$ cat config.mk
export PLATFORM = sky130hd
export DESIGN_NAME = frame_sequence_timer
export DESIGN_NICKNAME = d
export VERILOG_FILES = /design/src/rtl/fst_pkg.sv /design/src/rtl/fst_ctrl.sv /design/src/rtl/fst_datapath.sv /design/src/rtl/frame_sequence_timer.sv
export SDC_FILE = /design/constraint.sdc
export NUM_CORES = 1
export LEC_CHECK = 0
export CAP_MARGIN = 20
export CORE_ASPECT_RATIO = 1.1
export CORE_MARGIN = 1.5
export CORE_UTILIZATION = 65
export CTS_BUF_LIST = sky130_fd_sc_hd__clkbuf_4 sky130_fd_sc_hd__clkbuf_8
export DETAILED_ROUTE_END_ITERATION = 8
export DONT_BUFFER_PORTS = 1
export PLACE_DENSITY_LB_ADDON = 0.15
export SYNTH_ARGS = -nofsm -noshare
export SYNTH_HDL_FRONTEND = slang
export SYNTH_SLANG_ARGS = --single-unit
$ cat constraint.sdc
create_clock -name aclk -period 10.6 [get_ports aclk]
set_input_delay 0.53 -clock aclk [delete_from_list [all_inputs] [get_ports aclk]]
set_output_delay 0.53 -clock aclk [all_outputs]
set_load 0.01 [all_outputs]
$ cat src/rtl/fst_pkg.sv
// ---------------------------------------------------------------------------
// fst_pkg
// Shared constants and types of the frame sequence timer.
// ---------------------------------------------------------------------------
package fst_pkg;

    localparam int FRAME_COUNT = 16;
    localparam int MAX_HOPS    = 64;

    localparam int CMD_W   = 2;
    localparam int IDX_W   = 4;
    localparam int DUR_W   = 16;
    localparam int SUCC_W  = 5;
    localparam int LEFT_W  = DUR_W + 1;
    localparam int HOP_W   = $clog2(MAX_HOPS + 1);

    localparam int S_DATA_W = 48;
    localparam int M_DATA_W = 24;

    typedef enum logic [CMD_W-1:0] {
        CMD_WRITE   = 2'd0,
        CMD_ADVANCE = 2'd1,
        CMD_RESTART = 2'd2
    } cmd_t;

    typedef enum logic [2:0] {
        ST_IDLE = 3'b001,
        ST_HOP  = 3'b010,
        ST_EMIT = 3'b100
    } state_t;

    typedef struct packed {
        logic accept;
        logic hop;
        logic set_hit;
        logic emit;
    } ctrl_t;

    typedef struct packed {
        logic is_advance;
        logic hop_active;
        logic hop_hit;
    } stat_t;

endpackage

$ cat src/rtl/fst_ctrl.sv
// ---------------------------------------------------------------------------
// fst_ctrl
// Sequencer: takes one transaction, steps frame hops, hands off the result.
// ---------------------------------------------------------------------------
module fst_ctrl (
    input  logic          aclk,
    input  logic          aresetn,
    input  logic          s_tvalid,
    output logic          s_tready,
    output logic          m_tvalid,
    input  logic          m_tready,
    input  fst_pkg::stat_t stat,
    output fst_pkg::ctrl_t ctrl
);

    fst_pkg::state_t state_reg, state_next;
    logic            out_valid_reg, out_valid_next;
    logic            out_free;

    assign out_free = !out_valid_reg || m_tready;
    assign s_tready = (state_reg == fst_pkg::ST_IDLE);
    assign m_tvalid = out_valid_reg;

    always_comb begin
        state_next   = state_reg;
        ctrl         = '0;
        ctrl.accept  = s_tvalid && s_tready;
        case (state_reg)
            fst_pkg::ST_IDLE: begin
                if (ctrl.accept) begin
                    state_next = stat.is_advance ? fst_pkg::ST_HOP : fst_pkg::ST_EMIT;
                end
            end
            fst_pkg::ST_HOP: begin
                ctrl.hop     = stat.hop_active;
                ctrl.set_hit = stat.hop_hit;
                if (!stat.hop_active) begin
                    state_next = fst_pkg::ST_EMIT;
                end
            end
            fst_pkg::ST_EMIT: begin
                if (out_free) begin
                    ctrl.emit  = 1'b1;
                    state_next = fst_pkg::ST_IDLE;
                end
            end
            default: begin
                state_next = fst_pkg::ST_IDLE;
            end
        endcase
    end

    always_comb begin
        out_valid_next = out_valid_reg;
        if (ctrl.emit) begin
            out_valid_next = 1'b1;
        end else if (m_tready) begin
            out_valid_next = 1'b0;
        end
    end

    always_ff @(posedge aclk) begin
        if (!aresetn) begin
            state_reg     <= fst_pkg::ST_IDLE;
            out_valid_reg <= 1'b0;
        end else begin
            state_reg     <= state_next;
            out_valid_reg <= out_valid_next;
        end
    end

endmodule

$ cat src/rtl/fst_datapath.sv
// ---------------------------------------------------------------------------
// fst_datapath
// Frame table, current frame, signed time left, hop count, result register.
// ---------------------------------------------------------------------------
module fst_datapath (
    input  logic                          aclk,
    input  logic                          aresetn,
    input  fst_pkg::ctrl_t                ctrl,
    output fst_pkg::stat_t                stat,
    input  logic [fst_pkg::CMD_W-1:0]     s_command,
    input  logic [fst_pkg::IDX_W-1:0]     s_entry_index,
    input  logic [fst_pkg::DUR_W-1:0]     s_entry_ticks,
    input  logic signed [fst_pkg::SUCC_W-1:0] s_entry_next,
    input  logic [fst_pkg::DUR_W-1:0]     s_tick_count,
    output logic [fst_pkg::IDX_W-1:0]     m_current_frame,
    output logic [fst_pkg::DUR_W-1:0]     m_remaining_ticks,
    output logic                          m_hop_limit_hit
);

    logic [fst_pkg::DUR_W-1:0]  dur_mem  [fst_pkg::FRAME_COUNT];
    logic [fst_pkg::SUCC_W-1:0] succ_mem [fst_pkg::FRAME_COUNT];

    logic [fst_pkg::IDX_W-1:0]         cur_idx_reg, cur_idx_next;
    logic signed [fst_pkg::LEFT_W-1:0] left_reg, left_next;
    logic [fst_pkg::HOP_W-1:0]         hops_reg, hops_next;
    logic                              hit_reg, hit_next;

    logic [fst_pkg::IDX_W-1:0]  out_frame_reg;
    logic [fst_pkg::DUR_W-1:0]  out_rem_reg;
    logic                       out_hit_reg;

    logic [fst_pkg::SUCC_W-1:0] succ_raw;
    logic                       has_succ;
    logic [fst_pkg::IDX_W-1:0]  next_idx;
    logic                       hop_due;
    logic                       hops_left;
    logic [fst_pkg::DUR_W-1:0]  left_clamped;
    fst_pkg::cmd_t              cmd;

    assign cmd          = fst_pkg::cmd_t'(s_command);
    assign succ_raw     = succ_mem[cur_idx_reg];
    assign has_succ     = !succ_raw[fst_pkg::SUCC_W-1]
                          && (32'(succ_raw[fst_pkg::SUCC_W-2:0]) < fst_pkg::FRAME_COUNT);
    assign next_idx     = succ_raw[fst_pkg::IDX_W-1:0];
    assign hop_due      = (left_reg <= 0) && has_succ;
    assign hops_left    = (32'(hops_reg) < fst_pkg::MAX_HOPS);
    assign left_clamped = left_reg[fst_pkg::LEFT_W-1] ? '0 : left_reg[fst_pkg::DUR_W-1:0];

    assign stat.is_advance = (cmd == fst_pkg::CMD_ADVANCE);
    assign stat.hop_active = hop_due && hops_left;
    assign stat.hop_hit    = hop_due && !hops_left;

    always_ff @(posedge aclk) begin
        if (ctrl.accept && (cmd == fst_pkg::CMD_WRITE)
                && (32'(s_entry_index) < fst_pkg::FRAME_COUNT)) begin
            dur_mem[s_entry_index]  <= s_entry_ticks;
            succ_mem[s_entry_index] <= s_entry_next;
        end
    end

    always_comb begin
        cur_idx_next = cur_idx_reg;
        left_next    = left_reg;
        hops_next    = hops_reg;
        hit_next     = hit_reg;
        if (ctrl.accept) begin
            hops_next = '0;
            hit_next  = 1'b0;
            case (cmd)
                fst_pkg::CMD_ADVANCE: begin
                    left_next = left_reg - $signed({1'b0, s_tick_count});
                end
                fst_pkg::CMD_RESTART: begin
                    cur_idx_next = '0;
                    left_next    = $signed({1'b0, dur_mem[0]});
                end
                default: begin
                end
            endcase
        end else if (ctrl.hop) begin
            cur_idx_next = next_idx;
            hops_next    = hops_reg + 1'b1;
            left_next    = left_reg + $signed({1'b0, dur_mem[next_idx]});
        end else if (ctrl.set_hit) begin
            hit_next = 1'b1;
        end else if (ctrl.emit) begin
            left_next = $signed({1'b0, left_clamped});
        end
    end

    always_ff @(posedge aclk) begin
        if (!aresetn) begin
            cur_idx_reg <= '0;
            left_reg    <= '0;
            hops_reg    <= '0;
            hit_reg     <= 1'b0;
        end else begin
            cur_idx_reg <= cur_idx_next;
            left_reg    <= left_next;
            hops_reg    <= hops_next;
            hit_reg     <= hit_next;
        end
    end

    always_ff @(posedge aclk) begin
        if (ctrl.emit) begin
            out_frame_reg <= cur_idx_reg;
            out_rem_reg   <= left_clamped;
            out_hit_reg   <= hit_reg;
        end
    end

    assign m_current_frame   = out_frame_reg;
    assign m_remaining_ticks = out_rem_reg;
    assign m_hop_limit_hit   = out_hit_reg;

endmodule

$ cat src/rtl/frame_sequence_timer.sv
// ---------------------------------------------------------------------------
// frame_sequence_timer
// Animation frame sequencer: frame table, tick countdown, successor hops.
// ---------------------------------------------------------------------------
//  channel   dir  tdata bits  contents
//  s_axis    in   48          command, entry_index, entry_ticks, entry_next,
//                             tick_count
//  m_axis    out  24          current_frame, remaining_ticks, hop_limit_hit
//
//  One transaction in flight. Write, restart and unused commands go from idle
//  straight to the emit state; an advance steps through the hop state first
//  (one hop per cycle, at most 64 hops), one table lookup and add per hop.
//  A result held in the output register does not block the next input.
//  Synchronous active-low reset; the frame table is not cleared.
// ---------------------------------------------------------------------------
module frame_sequence_timer (
    input  logic                            aclk,
    input  logic                            aresetn,
    // [1:0] command, [5:2] entry_index, [21:6] entry_ticks,
    // [26:22] entry_next, [42:27] tick_count, [47:43] zero
    input  logic [fst_pkg::S_DATA_W-1:0]    s_tdata,
    input  logic                            s_tvalid,
    output logic                            s_tready,
    // [3:0] current_frame, [19:4] remaining_ticks, [20] hop_limit_hit,
    // [23:21] zero
    output logic [fst_pkg::M_DATA_W-1:0]    m_tdata,
    output logic                            m_tvalid,
    input  logic                            m_tready
);

    fst_pkg::ctrl_t ctrl;
    fst_pkg::stat_t stat;

    logic [fst_pkg::IDX_W-1:0] current_frame;
    logic [fst_pkg::DUR_W-1:0] remaining_ticks;
    logic                      hop_limit_hit;

    fst_ctrl u_ctrl (
        .aclk     (aclk),
        .aresetn  (aresetn),
        .s_tvalid (s_tvalid),
        .s_tready (s_tready),
        .m_tvalid (m_tvalid),
        .m_tready (m_tready),
        .stat     (stat),
        .ctrl     (ctrl)
    );

    fst_datapath u_datapath (
        .aclk              (aclk),
        .aresetn           (aresetn),
        .ctrl              (ctrl),
        .stat              (stat),
        .s_command         (s_tdata[1:0]),
        .s_entry_index     (s_tdata[5:2]),
        .s_entry_ticks     (s_tdata[21:6]),
        .s_entry_next      (s_tdata[26:22]),
        .s_tick_count      (s_tdata[42:27]),
        .m_current_frame   (current_frame),
        .m_remaining_ticks (remaining_ticks),
        .m_hop_limit_hit   (hop_limit_hit)
    );

    assign m_tdata = {3'b000, hop_limit_hit, remaining_ticks, current_frame};

endmodule

==> summary.txt, run 1 <==
GRT
  • Vias in the first global route: 8,811
  • Met3 Use GR: 0.03855
  • Grt ovf: 0
  • Global-route wire length before repair: between 40 and 50 mm
  • Met1 Track Usage GR: 0.3380
  • GR Util met2: 0.4300
  • Antenna violations before repair: 0
  • Most Crowded Layer GR: met2
  • Largest net degree at the start of global routing: 47
  • Tot GR Track Use: 0.2511

Logic synthesis
  • Top-area cell type share of the netlist area: 0.6385
  • Cell variety after synth: 63
  • Yosys warns: 0
  • Fraction of registers with async set/reset: 0
  • Post-synthesis sequential area ratio: 0.6827
  • Synth area leaders: edfxtp_1, mux4_2, dfxtp_1, ha_1, o21ai_0
  • Synth Register Bits: 394
  • Synth Instances: 990
  • Most used DFF post-synth: edfxtp_1
  • Mapped Avg Cell Area: approximately 17 sq um
  • Post-synth EDFFs: 357
  • Mapped Area: between 15,000 and 20,000 sq um
  • Area leader, netlist: edfxtp_1

Clock tree
  • Clk buf depth: 3
  • H-tree depth: 2
  • Root buffer cell: clkbuf_8
  • Post-CTS setup buffer count: 0
  • Reg clk slew, reported paths: 0.07 ns
  • Clock sink count: 394
  • CTS tree: done
  • Resize count post-CTS: 0
  • Skew-Pair Late Insertion Delay: 0.58 ns
  • TritonCTS Buffers: between 50 and 60
  • CTS Hold Bufs: 0

Power and ir drop
  • PD cells: ~160 nW/um^2
  • Worst vdd ir: 0.0001241 V
  • Lkg Pwr: 0.006117 uW

Setup path
  • Crit path arrival time: 6.72 ns
  • WP data required: between 10 and 15 ns
  • CP Launch Type: flop
  • Worst R2R Path Depth: 17
  • Critical Path End Type: flop
  • Critical path class: flop to flop
  • Max stage delay on crit path: a little over 0.9 ns
  • CP Cell Sequence: mux4_2 -> mux4_4 -> buf_4 -> mux4_2 -> mux2_2 -> nand2_1 -> o21ai_0 -> ha_1 -> fa_1 -> a211oi_1 -> o211ai_1 -> a21boi_0 -> o21ai_0 -> nand3_1 -> nand3_1 -> nor3b_1 -> o31a_1
  • Worst-path maximum fanout: 24
  • Crit-path slowest cell: mux4_4

Cells and area
  • Final net count: 1,114
  • ANT cells: 0
  • Most frequent cells in the layout: edfxtp_1, mux4_2, clkbuf_8
  • Max reg flops: between 200 and 300
  • Most common cell after layout, fill and taps aside: edfxtp_1
  • Syn-to-layout area delta: 9.554%
  • Share of cells above drive strength 1: 0.2205
  • Non-filler cells, final: 1,421

STA
  • Final min period: between 6 and 7 ns
  • Slew headroom: 0.3169
  • # setup viols final: 0
  • Final setup margin: 4.352 ns
  • Max Clock Freq: approximately 160 MHz
  • Setup Skew: 0.01996 ns
  • Worst slew pin tran: roughly 1.0 ns
  • Max-slew violations: 0
  • Final hold viol count: 0
  • Setup TNS: 0 ns
  • RSZ-0062 raised after global routing: false
  • Tcrit/Tclk final: 0.5894

Die
  • Die Span X: about 160 um
  • I/O pins: ~80
  • DIE HEIGHT: 171.6 um
  • Row count: 61
  • Starting density of the core: 0.6626
  • Die area: 26,800 sq um
  • Core Region: 25,340 sq um

Flow run
  • Max-cap violations: 0

Min path
  • Worst hold path class: input port to flop
  • Hold Path Depth: 0

Routing
  • Vias/cell: 6.270
  • DR vias: between 8,000 and 9,000
  • Wire per inst: ~23 um
  • # DRC: 0
  • WL final: 32.63 mm
  • Pre-Repair DR Iteration Count: 7
  • Routed Antenna Nets: 0
  • First-iteration detailed-routing DRC count: 765

Placement
  • I/O Buffers: 0
  • Pre-CTS WS: between 4 and 5 ns
  • GPL Wtd Cong: approximately 0.84
  • Post-detail-place hpwl: between 20 and 25 mm
  • Placed cell count: about 1,300

Run status
  • Outcome: completed
-- power by group --
part | switching, uW | internal, uW
sequential | 8.10 | 1700
combinational | 58.5 | 41.5
clock | 551 | 641
-- area by class of cell --
cell class | instances | area (sq um)
sequential | 394 | 11460
fill | 1588 | 6947
multi-input combinational | 531 | 5114
clock buffer | 78 | 967.2
tap | 346 | 432.9
clock inverter | 30 | 185.2
timing repair buffer | 20 | 150.1
inverter | 22 | 82.58
-- cell usage after synthesis, types with 16 or more instances --
cell type	number
mux4_2	86
edfxtp_1	357
a21oi_1	27
ha_1	33
inv_1	22
mux2i_1	20
o21ai_0	44
nor2_1	49
nor2b_1	31
clkbuf_1	22
nand2_1	44
dfxtp_1	37
mux2_2	17
xnor2_1	16
-- worst max-delay path, delay by kind of cell, from the launching register on --
kind / cells / cell delay [ns]
AOI/OAI and AO/OA: 6 / 1.54
adders and majority gates: 2 / 0.76
muxes: 4 / 2.11
DFF: 1 / 0.88
and+or+nand+nor: 4 / 0.43
buffers and inverters: 1 / 0.39
-- cells by family after synthesis --
| logic type | Yosys count | share of synthesized area |
|---|---|---|
| AOI/OAI and AO/OA | 156 | 0.06074 |
| xor gates and xnor gates | 25 | 0.01304 |
| adders and majority gates | 35 | 0.02698 |
| buffers and inverters | 67 | 0.01789 |
| DFF | 394 | 0.6827 |
| muxes | 126 | 0.1434 |
| other | 1 | 0.0002234 |
| and+or+nand+nor | 186 | 0.05508 |
-- final timing paths --
| check | start | endpoint | slack, ns |
|---|---|---|---|
| max | flop | u_datapath.left_reg[16] | 4.35 |
| min | s_tdata[9] | u_datapath.dur_mem[5][3] | 0.04 |
| max reg2reg | flop | u_datapath.left_reg[16] | 4.35 |
| min reg2reg | u_datapath.cur_idx_reg[2] | u_datapath.m_current_frame[2] | 0.44 |
-- through the flow --
stage	area (sq um)	total power, uW	utilization	hold WS, ns
after floorplan	16800	1819	-	0.4090
after global placement	17240	1839	0.6804	0.4218
after detailed placement	17240	1841	0.6804	0.4194
after CTS	18390	3024	0.7259	0.001192
after global routing	18390	3097	0.7259	0.004870
final	18390	3002	0.7259	0.03598
-- layer usage --
metal	up-vias	wire, um
li1	4038	-
met1	4518	13480
met2	301	16550
met3	53	1893
met4	0	700
met5	-	0
Power figures use the tool's default switching activity.
==> run 2: changes to the inputs <==
--- a/config.mk
+++ b/config.mk
@@ -8,7 +8,7 @@
 export CAP_MARGIN = 20
 export CORE_ASPECT_RATIO = 1.1
 export CORE_MARGIN = 1.5
-export CORE_UTILIZATION = 65
+export CORE_UTILIZATION = 60
 export CTS_BUF_LIST = sky130_fd_sc_hd__clkbuf_4 sky130_fd_sc_hd__clkbuf_8
 export DETAILED_ROUTE_END_ITERATION = 8
 export DONT_BUFFER_PORTS = 1
==> constraint.sdc (replaced) <==
create_clock -name aclk -period 5.1 [get_ports aclk]
set_input_delay 0.255 -clock aclk [delete_from_list [all_inputs] [get_ports aclk]]
set_output_delay 0.255 -clock aclk [all_outputs]
set_load 0.01 [all_outputs]
==> run 2 against run 1 <==
Effect of this change:
- clock power grew 120%
- design area grew 4.2%
- wire length grew 8.4%
- worst setup slack lost 4.1 ns
- hold slack gained 0.0062 ns
- flip-flop and latch count is the same
- critical path depth grew 2
- critical path type unchanged
- largest cell class unchanged
- clock skew shrank 0.0036 ns
==> summary.txt, run 2 (synthesis results as in run 1) <==
Routing
  • Pre-Repair DR Iteration Count: 4
  • WL met1: 14.87 mm
  • Routed length on met2: 17.33 mm
  • First-iteration detailed-routing DRC count: 932
  • WL final: roughly 35 mm
  • Routed Antenna Nets: 0
  • Wire per inst: ~24 um
  • DR vias: between 9,000 and 10,000
  • Met3 routed WL: 2.326 mm
  • Vias/cell: 6.165
  • # DRC: 0
  • Uppermost layer routed: met5

Clock tree
  • Clk buf depth: 3
  • Root buffer cell: clkbuf_8
  • Skew-Pair Late Insertion Delay: 0.61 ns
  • TritonCTS Buffers: 59
  • Reg clk slew, reported paths: 0.07 ns
  • H-tree depth: 2
  • CTS tree: done
  • Clock sink count: 394

Placement
  • Pre-CTS WS: -0.1652 ns
  • Post-detail-place hpwl: 22.09 mm
  • I/O Buffers: 0
  • Placed cell count: 1,356
  • GPL Wtd Cong: around 0.9

STA
  • # setup viols final: 0
  • Max-slew violations: 0
  • Worst slew pin tran: 0.9408 ns
  • Final hold viol count: 0
  • Final setup margin: between 0.2 and 0.25 ns
  • Tcrit/Tclk final: 0.9570
  • Setup Skew: roughly 0.016 ns
  • Min Hold Slack: 0.04215 ns
  • Slew headroom: 0.3713
  • Final min period: just under 5 ns
  • RSZ-0062 raised after global routing: true
  • Max Clock Freq: 204.9 MHz
  • Setup TNS: 0 ns

Setup path
  • Top delay family on crit path: multiplexers
  • Critical path class: flop to flop
  • CP Launch Type: flop
  • Crit path arrival time: 5.41 ns
  • CP dominant cell by count: nand2_1
  • Critical Path End Type: flop
  • Max stage delay on crit path: 0.72 ns
  • Crit-path slowest cell: mux4_4
  • CP Buf/Inv Count: 4
  • WP data required: between 5 and 6 ns
  • CP Cell Sequence: buf_12 -> mux4_2 -> mux4_4 -> buf_12 -> buf_4 -> mux4_2 -> mux2_2 -> nand2_1 -> o21ai_0 -> ha_1 -> a21oi_2 -> buf_4 -> nand2_1 -> a41oi_2 -> o311ai_2 -> o31ai_2 -> xnor2_1 -> nand2_1 -> a31oi_1
  • Worst-path maximum fanout: 12

Die
  • Row count: 64
  • I/O pins: 78
  • Die area: 28,990 sq um
  • Starting density of the core: 0.6077
  • Die Span X: 162.5 um
  • DIE HEIGHT: 178.4 um
  • Core Region: roughly 28,000 sq um

Cells and area
  • Share of cells above drive strength 1: 0.2542
  • Max reg flops: 256
  • Final net count: 1,175
  • Most frequent cells in the layout: edfxtp_1, mux4_2, clkbuf_8
  • Most common cell after layout, fill and taps aside: edfxtp_1
  • Syn-to-layout area delta: 14.19%
  • Non-filler cells, final: 1,497

GRT
  • Largest net degree at the start of global routing: 44
  • Antenna violations before repair: 3
  • Tot GR Track Use: 0.2496
  • Global-route wire length before repair: 53.55 mm
  • Vias in the first global route: 9,389
  • Grt ovf: 0

Power and ir drop
  • Sequential fraction of design power: 0.551
  • PD cells: 336.3 nW/um^2
  • Net Sw Power: 1378 uW
  • Total chip power: about 6400 uW
  • Worst vdd ir: 0.0002864 V
  • Internal: around 5000 uW
  • Switching Share: 0.2138
  • Lkg Pwr: about 0.0065 uW
  • Comb pwr share: 0.043
  • Clock share of power: 0.406

Run status
  • Outcome: completed

Min path
  • Worst hold path class: input port to flop

Flow run
  • Max-cap violations: 0
==> run 2: changes by cell type in the layout (fill, tap and decap cells not counted), moves of 3 or more <==
cell           previous run  this run
dlygate4sd3_1             0        28
a211oi_1                  8         5
buf_12                    0         7
buf_4                    20        41
clkinv_1                 18        12
buf_6                     0         3
o21ai_0                  44        40
clkinv_2                  7        10
a211oi_2                  0         3
==> run 2: final cells by class <==
cell class,count,area (sq um)
antenna,1,2.502
clock buffer,76,952.2
multi-input combinational,531,5172
clock inverter,30,255.2
inverter,22,82.58
timing repair buffer,80,789.5
tap,363,454.2
fill,1851,8456
sequential,394,11460
==> run 2: what timing repair did <==
action | 4_1_cts | 5_1_grt
buffers inserted | 0 | 5
pin swaps | 0 | 10
hold buffers | 28 | 0
endpoints found under the hold margin | 387 | 0
resized for setup | 7 | 20
setup endpoints to repair | 5 | 8
==> run 2: power by group through the flow <==
stage	clock network (uW)	logic, uW	registers, uW
4_1_cts	2670	271	3550
5_1_grt	2800	306	3550
6_report	2620	277	3550
3_3_place_gp	0	209	3620
2_1_floorplan	0	168	3610
3_5_place_dp	0	213	3620
==> run 2: path summary, 6_finish.rpt <==
kind	start	to	slack, ns	cells past startpoint
worst min-delay path	s_tdata[1]	u_ctrl.state_reg[1]	0.04	3
worst max register to register	flop	u_datapath.left_reg[15]	0.22	19
worst max-delay path	flop	u_datapath.left_reg[15]	0.22	19
worst min register to register	u_datapath.hit_reg	u_datapath.m_hop_limit_hit	0.44	0
==> run 2: worst reg2reg max path, delay by kind of cell, from the launching register on <==
kind	cells	cell delay, ns
compound gates	6	1.14
xor+xnor	1	0.15
mux	4	1.93
buf+inv	4	0.68
flops	1	0.36
fa+ha+maj	1	0.36
simple gates	3	0.19
==> run 2: metal layers <==
metal / vias up / track usage
met1: 4674 / 0.3368
met5: - / 0
met2: 312 / 0.4156
li1: 4162 / -
met4: 4 / 0.07492
met3: 77 / 0.04952
==> run 2: through the flow <==
step,util,area [sq um]
2_1_floorplan,-,16800
3_3_place_gp,0.6331,17490
3_5_place_dp,0.6331,17490
4_1_cts,0.6876,19000
5_1_grt,0.6938,19170
6_report,0.6939,19170
==> run 3: changes to the inputs <==
--- a/config.mk
+++ b/config.mk
@@ -7,7 +7,7 @@
 export LEC_CHECK = 0
 export CAP_MARGIN = 20
 export CORE_ASPECT_RATIO = 1.1
-export CORE_MARGIN = 1.5
+export CORE_MARGIN = 2
 export CORE_UTILIZATION = 60
 export CTS_BUF_LIST = sky130_fd_sc_hd__clkbuf_4 sky130_fd_sc_hd__clkbuf_8
 export DETAILED_ROUTE_END_ITERATION = 8
==> run 3 against run 2 <==
Effect of this change:
- die area grew 1.2%
- flip-flop and latch count is the same
- fmax grew 0.11%
- critical endpoint unchanged
- clock-buffer cell count grew 8
- worst setup slack gained 0.0053 ns
==> summary.txt, run 3 (synthesis results as in run 1) <==
Run status
  • Outcome: completed

Setup path
  • Worst R2R Path Depth: 17
  • Reg-to-reg slack, setup: 0.22 ns
  • Critical path class: flop to flop
  • Worst-path maximum fanout: 30
  • RR Endpoint: u_datapath.left_reg[15]
  • Critical Path End Type: flop
  • WP data required: 5.62 ns
  • CP Launch Type: flop
  • Crit path arrival time: 5.40 ns
  • Last element of the critical path: u_datapath.left_reg[15]

GRT
  • Grt ovf: 0
  • Vias in the first global route: 9,220
  • Largest net degree at the start of global routing: 33
  • Antenna violations before repair: 1
  • Global-route wire length before repair: 52.82 mm
  • Tot GR Track Use: 0.2411

STA
  • Setup TNS: 0 ns
  • RSZ-0062 raised after global routing: false
  • Setup Skew: 0.02432 ns
  • # setup viols final: 0
  • Tcrit/Tclk final: 0.9559
  • Final hold viol count: 0
  • Min Hold Slack: around 0.043 ns
  • Max-slew violations: 0
  • Slew headroom: 0.3787
  • Worst slew pin tran: 0.9278 ns
  • Final min period: a little under 5 ns
  • Max Clock Freq: 205.1 MHz

Cells and area
  • Most common cell after layout, fill and taps aside: edfxtp_1
  • Seq. cell area: 11,460 sq um
  • Fillers: about 1,900
  • Max reg flops: 256
  • Syn-to-layout area delta: 13.39%
  • ANT cells: 0
  • Final net count: 1,165
  • Most frequent cells in the layout: edfxtp_1, mux4_2, clkbuf_8
  • Core Util, Final: 0.6871
  • Share of cells above drive strength 1: 0.2480
  • Multi-input gate area: 5186 sq um

Clock tree
  • Skew-Pair Late Insertion Delay: 0.59 ns
  • Reg clk slew, reported paths: 0.06 ns
  • CTS tree: done
  • Root buffer cell: clkbuf_8
  • Clock sink count: 394
  • TritonCTS Buffers: 59
  • H-tree depth: 2
  • Clk buf depth: 3

Power and ir drop
  • Worst vdd ir: 0.0002305 V
  • Lkg Pwr: 0.006405 uW
  • PD cells: roughly 330 nW/um^2

Routing
  • # DRC: 0
  • Routed Antenna Nets: 0
  • Wire per inst: 23.47 um
  • WL final: 34.92 mm
  • First-iteration detailed-routing DRC count: 844
  • DR vias: 9,119
  • Pre-Repair DR Iteration Count: 5
  • Vias/cell: 6.128

Die
  • Row count: 64
  • Die area: 29,340 sq um
  • DIE HEIGHT: 179.4 um
  • Die Span X: 163.5 um
  • Starting density of the core: 0.6059
  • I/O pins: 78
  • Core Region: 27,710 sq um

Min path
  • Worst hold path class: input port to flop

Placement
  • GPL Wtd Cong: 0.8238
  • Post-detail-place hpwl: roughly 22 mm
  • I/O Buffers: 0

Flow run
  • Max-cap violations: 0
run 3: changes by cell type in the layout (fill, tap and decap cells not counted), moves of 2 or more:
cell	previous run	this run
clkbuf_4	15	26
nor2_2	9	4
bufinv_16	4	2
buf_4	41	35
nor2_4	3	8
buf_6	3	0
clkinv_2	10	8
clkbuf_8	61	59
run 3: metrics by stage:
stage | instance area (sq um) | setup slack [ns] | std cells | power [uW]
floorplan | 16800 | 0.1236 | 992 | 3781
global placement | 17480 | -0.1116 | 1350 | 3829
detailed placement | 17480 | -0.2204 | 1350 | 3833
CTS | 18940 | 0.04445 | 1485 | 6380
global route | 19040 | 0.03114 | 1488 | 6556
finish | 19040 | 0.2248 | 1488 | 6342
run 3: critical path, cell delays in order, from the launching register on:
cell and delay [ns]:
dfxtp_1 0.54, buf_4 0.30, mux4_2 0.33, mux4_2 0.63
buf_4 0.34, mux4_2 0.36, mux2_2 0.29, nand2_1 0.13
o21ai_0 0.11, ha_1 0.30, buf_4 0.15, or2_2 0.27
a21oi_1 0.23, o311ai_2 0.16, o31ai_1 0.28, xnor2_1 0.15
nand2_1 0.06, a31oi_1 0.15
run 3: cell type report:
cell class                 count  area share
clock buffer                  84     0.05251
inverter                      22    0.004338
sequential                   394      0.6021
timing repair buffer          70     0.03615
multi-input combinational    531      0.2724
clock inverter                24    0.008610
tap                          363     0.02386
run 3: how the worst min path moves through the flow:
stage | start | to | cells past startpoint
3_3_place_gp | aresetn | u_ctrl.state_reg[0] | 1
4_1_cts | s_tdata[0] | u_ctrl.state_reg[1] | 3
2_1_floorplan | s_tdata[6] | u_datapath.dur_mem[0][0] | 0
3_5_place_dp | aresetn | u_ctrl.state_reg[0] | 1
6_report | s_tdata[0] | u_ctrl.state_reg[1] | 3
5_1_grt | aresetn | u_datapath.left_reg[14] | 3
run 3: power by group:
part / internal, uW / switching, uW
Clock: 1360 / 1150
Sequential: 3540 / 17.4
Combinational: 106 / 168
run 3: timing repair:
action / CTS / global route
pin swaps: 0 / 5
buffers inserted: 0 / 1
resized for setup: 7 / 18
hold endpoints to repair: 383 / 0
endpoints found under the setup margin: 6 / 6
hold buffers: 27 / 0
gates cloned: 0 / 0
run 3: routing by layer:
metal,vias to the layer above,global-route usage,routed length [um]
met5,-,0,11
li1,4135,-,-
met3,57,0.03761,1832
met4,2,0.07614,859
met2,282,0.3882,17160
met1,4643,0.3449,15050
